`config.mk`:
```
export PLATFORM = sky130hd
export DESIGN_NAME = biq_isqrt
export DESIGN_NICKNAME = d
export VERILOG_FILES = /design/src/rtl/bioimpedance_iq_to_impedance_macros.svh /design/src/rtl/biq_pkg.sv /design/src/rtl/biq_isqrt.sv
export SDC_FILE = /design/constraint.sdc
export NUM_CORES = 2
export LEC_CHECK = 0
export ABC_CLOCK_PERIOD_IN_PS = 5230
export BUFFER_PORTS_ARGS = -buffer_cell sky130_fd_sc_hd__buf_4
export CAP_MARGIN = 10
export CELL_PAD_IN_SITES_DETAIL_PLACEMENT = 0
export CELL_PAD_IN_SITES_GLOBAL_PLACEMENT = 1
export CORE_ASPECT_RATIO = 1.5
export CORE_MARGIN = 2
export CORE_UTILIZATION = 58
export DETAILED_ROUTE_END_ITERATION = 7
export PLACE_DENSITY = 0.94
export SLEW_MARGIN = 5
export SYNTH_ARGS = -nofsm -noshare
export SYNTH_HDL_FRONTEND = slang
export SYNTH_SLANG_ARGS = --single-unit
```
`constraint.sdc`:
```
create_clock -name clk -period 5.23 [get_ports clk]
set_input_delay 1.046 -clock clk [delete_from_list [all_inputs] [get_ports clk]]
set_output_delay 1.046 -clock clk [all_outputs]
set_load 0.005 [all_outputs]
```
`src/rtl/bioimpedance_iq_to_impedance_macros.svh`:
```
// Assertion macros shared by the I/Q impedance block
`ifndef BIOIMPEDANCE_IQ_TO_IMPEDANCE_MACROS_SVH
`define BIOIMPEDANCE_IQ_TO_IMPEDANCE_MACROS_SVH
`ifndef SYNTHESIS
// condition that holds at every clock edge
`define BIQ_ASSERT_ALWAYS(lbl, cond) \
	lbl: assert property (@(posedge clk) disable iff (!arst_n) (cond)) \
		else $error("assertion failed");
// implication within the same cycle
`define BIQ_ASSERT_IMPL(lbl, ante, cons) \
	lbl: assert property (@(posedge clk) disable iff (!arst_n) (ante) |-> (cons)) \
		else $error("assertion failed");
// implication into the next cycle
`define BIQ_ASSERT_NEXT(lbl, ante, cons) \
	lbl: assert property (@(posedge clk) disable iff (!arst_n) (ante) |=> (cons)) \
		else $error("assertion failed");
`else
`define BIQ_ASSERT_ALWAYS(lbl, cond)
`define BIQ_ASSERT_IMPL(lbl, ante, cons)
`define BIQ_ASSERT_NEXT(lbl, ante, cons)
`endif
`endif

```
`src/rtl/biq_pkg.sv`:
```
// Shared types and constants of the I/Q to impedance block
`timescale 1ns / 1ps
`default_nettype none
package biq_pkg;
	localparam int ADC_BITS    = 20;
	localparam int WORD_W      = 24;
	localparam int TAG_W       = 4;
	localparam int MAG_W       = 22;
	localparam int SQ_IN_W     = 2 * MAG_W;
	localparam int SQ_REM_W    = MAG_W + 2;
	localparam int CUR_W       = 16;
	localparam int LEAK_W      = 24;
	localparam int ISO_W       = 16;
	localparam int Z_W         = 32;
	localparam int SCALE_W     = 32;
	localparam int PROD1_W     = MAG_W + SCALE_W;
	localparam int SCALE_SHIFT = 18;
	localparam int N1_W        = PROD1_W - SCALE_SHIFT;
	localparam int PROD2_W     = Z_W + LEAK_W;
	localparam int N2_W        = PROD2_W + 4;
	localparam int DEN_W       = LEAK_W + 4;
	localparam int Q2_W        = 34;
	localparam int BODY_W      = 33;

	localparam logic [TAG_W-1:0]   TAG_I        = 4'h1;
	localparam logic [TAG_W-1:0]   TAG_Q        = 4'h2;
	localparam logic [WORD_W-1:0]  WORD_INVALID = 24'hFFFFFF;
	localparam logic [WORD_W-1:0]  WORD_MARKER  = 24'hFFFFFE;
	localparam logic [SCALE_W-1:0] SCALE_NUM    = 32'd3140000000;
	localparam logic [Z_W-1:0]     Z_SAT        = 32'hFFFFFFFF;

	localparam logic [CUR_W-1:0]  CUR_RST  = 16'd905;
	localparam logic [LEAK_W-1:0] LEAK_RST = 24'd10000000;
	localparam logic [ISO_W-1:0]  ISO_RST  = 16'd5428;

	localparam logic [1:0] CFG_DRIVE = 2'd0;
	localparam logic [1:0] CFG_LEAK  = 2'd1;
	localparam logic [1:0] CFG_ISO   = 2'd2;

	typedef enum logic [1:0] {
		ST_VALID   = 2'd0,
		ST_INVALID = 2'd1,
		ST_MARKER  = 2'd2,
		ST_TAG_ERR = 2'd3
	} status_t;

	// per-item data that rides along the arithmetic
	typedef struct packed {
		status_t                    status;
		logic signed [ADC_BITS-1:0] in_phase;
		logic signed [ADC_BITS-1:0] quadrature;
		logic [MAG_W-1:0]           mag;
	} side_t;
endpackage
`default_nettype wire

```
`src/rtl/biq_isqrt.sv`:
```
// Pipelined integer square root, one result bit per stage
`timescale 1ns / 1ps
`default_nettype none
module biq_isqrt import biq_pkg::*; (
	input  logic               clk,
	input  logic               arst_n,
	input  logic               en,
	input  logic               in_valid,
	input  logic [SQ_IN_W-1:0] in_x,
	input  side_t              in_side,
	output logic               out_valid,
	output logic [MAG_W-1:0]   out_root,
	output side_t              out_side
);
	logic                v_s    [MAG_W];
	logic [MAG_W-1:0]    root_s [MAG_W];
	logic [SQ_REM_W-1:0] rem_s  [MAG_W];
	logic [SQ_IN_W-1:0]  x_s    [MAG_W];
	side_t               side_s [MAG_W];

	for (genvar g = 0; g < MAG_W; g++) begin : g_st
		logic                pv;
		logic [MAG_W-1:0]    proot;
		logic [SQ_REM_W-1:0] prem;
		logic [SQ_IN_W-1:0]  px;
		side_t               pside;
		logic [SQ_REM_W+1:0] cur;
		logic [SQ_REM_W+1:0] trial;
		logic                take;

		if (g == 0) begin : g_first
			assign pv    = in_valid;
			assign proot = '0;
			assign prem  = '0;
			assign px    = in_x;
			assign pside = in_side;
		end else begin : g_next
			assign pv    = v_s[g-1];
			assign proot = root_s[g-1];
			assign prem  = rem_s[g-1];
			assign px    = x_s[g-1];
			assign pside = side_s[g-1];
		end

		// bring in two radicand bits, try root*4+1
		always_comb begin
			cur   = {prem, px[SQ_IN_W-1 -: 2]};
			trial = {2'b00, proot, 2'b01};
			take  = (cur >= trial);
		end

		always_ff @(posedge clk or negedge arst_n) begin
			if (!arst_n) begin
				v_s[g] <= 1'b0;
			end else if (en) begin
				v_s[g] <= pv;
			end
		end

		always_ff @(posedge clk) begin
			if (en) begin
				root_s[g] <= {proot[MAG_W-2:0], take};
				rem_s[g]  <= take ? SQ_REM_W'(cur - trial) : cur[SQ_REM_W-1:0];
				x_s[g]    <= {px[SQ_IN_W-3:0], 2'b00};
				side_s[g] <= pside;
			end
		end
	end

	assign out_valid = v_s[MAG_W-1];
	assign out_root  = root_s[MAG_W-1];
	assign out_side  = side_s[MAG_W-1];
endmodule
`default_nettype wire

```
==> key figures <==
Placed design
  • RePlAce Congestion: ~0.90
  • Inst Count DP: 8122
  • Port bufs: about 200
  • Detailed placement HPWL: ~100000 microns
  • Pre-CTS setup slack: 1.63 ns

Synth
  • Most used DFF post-synth: edfxtp_1
  • Mapped Area: about 98000 sq um
  • Ys Warns: 0
  • Adder-cell share of the synthesized area: 0.0351
  • Count of state elements after synthesis: about 2600
  • Largest family of logic cells by synthesized area: simple AND/OR/NAND/NOR gates
  • Sequential cell area fraction in the yosys report: 0.799
  • Syn_nets: 6070
  • Gate Count Post-Synth: approximately 5700
  • Synth cell types: 84
  • Post-synthesis mux area share: 0.00760
  • Post-Syn Area per Cell: 17.3 sq um
  • Number of synthesized flops with an enable pin: 2597
  • Simple-gate area share of the yosys netlist: 0.0553
  • Compound-Gate Fraction of Synth Area: 0.0527
  • XOR/XNOR share of the synthesized area: 0.0337
  • Synth async-reset ratio: 0.00840
  • Synth area leader: edfxtp_1
  • Share of the synthesized area in the top cell type: 0.794
  • Largest cells by area after synthesis: edfxtp_1 (79%), ha_1 (3.5%), xnor2_1 (1.7%)

Setup path
  • Crit start category: flop
  • Critical path capture point type: flop
  • Critical-path top delay cell: a21boi_1
  • Critical path cell sequence: ha_1, nor2b_1, o21bai_1, a31oi_1, o22ai_1, o311ai_2, buf_4, a21boi_1, nor4b_1, xor2_1
  • Crit Path Category: reg -> reg
  • Slowest cell delay on critical path: 0.51 ns
  • CP arrival: between 4 and 5 ns
  • Req. time, crit path: ~5.8 ns
  • Max FO, Critical Path: 23

Clock network
  • Hold Buf Count CTS: 0
  • CTS tree: built
  • Gates resized, CTS repair: 0
  • Clock root cell: clkbuf_16
  • Clock latency on the worst-skew pair: 0.84 ns
  • # Post-CTS Setup Buffers: 0
  • Clock Pin Slew Worst Setup and Hold Paths: approximately 0.070 ns
  • Clock sinks: roughly 2600
  • Htree depth: 4
  • CTS buffer count: between 200 and 250
  • Max clock buf depth: 3

STA
  • Period utilization: 0.711
  • Final hold vios: 0
  • Max_slew headroom: 0.271
  • Slack of the critical path: ~1.5 ns
  • Slew @ Worst Pin: 1.09 ns
  • Worst Skew: roughly 0.055 ns
  • Max-slew violations: 0
  • Hold Slack: about 0.081 ns
  • Final TNS setup: 0 ns
  • Fmax: around 0.27 GHz
  • Final Critical Period: between 3 and 4 ns
  • RSZ-0062 raised after global routing: false
  • Final setup viols: 0

Global routing
  • Total GRT Usage: 0.183
  • Vias in the first global route: approximately 48000
  • Grt met2 use: 0.360
  • GR Overflow Total: 0
  • Routing usage on met1: 0.183
  • Initial antenna violation count: 4
  • First-pass GRT wire length: 248000 microns
  • GR peak layer: met2
  • GR Util met3: 0.0293
  • Largest net degree at the start of global routing: ~160

Detailed routing
  • WL/cell: roughly 19 microns
  • Via density: between 5 and 6
  • Routed WL: 160000 microns
  • # DRC: 0
  • Number of vias in the routed layout: 46500
  • Remaining antenna violation count: 0
  • Initial drt markers: 3137
  • Drt pass-1 iters: 7

Power
  • Peak supply drop: about 0.37 mV
  • Leak pwr: around 40 nW
  • Tot Pwr: around 47 mW
  • Power per cell area: ~430 nW/um^2

Min path
  • Hold Crit Class: in -> async

Die
  • Std-Cell Core Area: 169000 sq um
  • Initial Utilization: 0.582
  • Die ar.: roughly 170000 sq um
  • IO Pins: between 150 and 200
  • Row cnt: 185
  • Die Y: 508 microns
  • Die W: around 340 microns

Cells and area
  • FILL cells: 11200
  • Share of layout cells above drive strength 1: 0.111
  • Final Non-Filler Cells: ~8500
  • Syn-to-layout area delta: 12.2%
  • Number of nets in the layout: 6489

Run status
  • Status: finished, final reports clean

Flow run
  • Max-cap violations: 0
## stage by stage
stage	area (sq um)	utilization
after global placement	103000	0.610
final	110000	0.653
after CTS	110000	0.653
after detailed placement	103000	0.610
after floorplan	98300	-
after global routing	110000	0.653
## critical path: cells and delay by family (launching register included)
family	cells	cell delay (ns)
AO/OA/AOI/OAI	5	1.48
AND/OR/NAND/NOR	2	0.62
flip-flops	1	0.47
adder cells (fa/ha/maj)	1	0.42
buffers and inverters	1	0.32
XOR/XNOR	1	0.12
## flip-flops by register name, indices dropped and copies added, names as in the netlist
signal     count
side_s      1408
out_valid      1
g_st.pv       21
root_s       253
rem_s        474
x_s          462
## synthesized netlist by cell type, types with 6 or more instances
| cell | count |
|---|---|
| edfxtp_1 | 2597 |
| inv_1 | 343 |
| nand2_1 | 310 |
| ha_1 | 276 |
| nor2_1 | 254 |
| o21ai_0 | 237 |
| a21oi_1 | 220 |
| xnor2_1 | 192 |
| xor2_1 | 186 |
| nor3_1 | 110 |
| nand3_1 | 82 |
| a21o_1 | 74 |
| o21a_1 | 73 |
| clkbuf_1 | 55 |
| mux2_2 | 53 |
| nor2b_1 | 50 |
| nand2b_1 | 44 |
| nand4_1 | 44 |
| or3_1 | 43 |
| nor4_1 | 40 |
| o21bai_1 | 30 |
| o31ai_1 | 25 |
| a211oi_1 | 24 |
| a31oi_1 | 24 |
| dfrtp_1 | 22 |
| or4_1 | 21 |
| and3_1 | 16 |
| nand3b_1 | 14 |
| o211ai_1 | 14 |
| or2_2 | 14 |
| a2111oi_0 | 13 |
| and2_1 | 10 |
| buf_2 | 10 |
| o22ai_1 | 10 |
| mux2i_1 | 9 |
| nor3b_1 | 9 |
| nor4b_1 | 9 |
| o31a_1 | 8 |
| o41ai_1 | 8 |
| a211o_1 | 6 |
| a21boi_0 | 6 |
| and4_1 | 6 |
| o2111ai_1 | 6 |
## cell families (layout without fill, tap and decap cells)
family,after synthesis,after routing
AOI/OAI and AO/OA,827,827
adders and majority gates,276,276
xor gates and xnor gates,378,378
DFF,2619,2619
and+or+nand+nor,1100,1100
buffers and inverters,415,1016
muxes,66,66
other,1,3
## power by group
group	switching (mW)	leakage, nW	internal (mW)
Clock	7.25	3.52	9.11
Combinational	2.76	10.9	1.92
Sequential	0.876	25.4	25.3
## path summary, 6_finish.rpt
path	from	to	slack, ns	cells past startpoint
min in group clk	in_x[41]	x_s[0][41]$_DFFE_PP_	0.37	1
min reg2reg	x_s[1][159]$_DFFE_PP_	x_s[2][35]$_DFFE_PP_	0.38	0
max	rem_s[2][72]$_DFFE_PP_	rem_s[3][21]$_DFFE_PP_	1.51	10
max reg2reg	rem_s[2][72]$_DFFE_PP_	rem_s[3][21]$_DFFE_PP_	1.51	10
max in group asynchronous	arst_n	g_st[6].pv$_DFFE_PN0P_	4.94	1
min	arst_n	g_st[18].pv$_DFFE_PN0P_	0.08	1
## cell type report
type / instances / area (sq um) / area share
repair buffers: 267 / 2210 / 0.0201
multi-input cells: 2648 / 18100 / 0.165
inverters: 344 / 1290 / 0.0117
clock inverters: 144 / 1570 / 0.0142
clock buffers: 261 / 5700 / 0.0517
diodes: 2 / 5.00 / 0.0000454
flip-flops and latches: 2619 / 78500 / 0.712
well taps: 2244 / 2810 / 0.0255
## routing by layer
layer,vias up,routed length [microns]
met2,1040,90900
met5,-,37
li1,22400,-
met4,6,7800
met3,428,5580
met1,22600,55400
## cell usage in the layout, fill, tap and decap left out, types with 30 or more instances in the layout
cell type / n
or3_1: 43
xor2_1: 186
o21ai_0: 237
mux2_2: 53
o21bai_1: 30
nor3_1: 110
inv_1: 343
buf_4: 251
a21o_1: 74
nand2_1: 310
nor2_1: 254
clkinv_1: 40
nand3_1: 82
xnor2_1: 192
nor4_1: 40
a21oi_1: 219
nor2b_1: 49
clkbuf_1: 39
nand4_1: 44
clkinv_2: 44
nand2b_1: 44
ha_1: 276
o21a_1: 73
edfxtp_1: 2597
clkbuf_16: 222
Note: power is estimated with default switching activity, not from simulation.
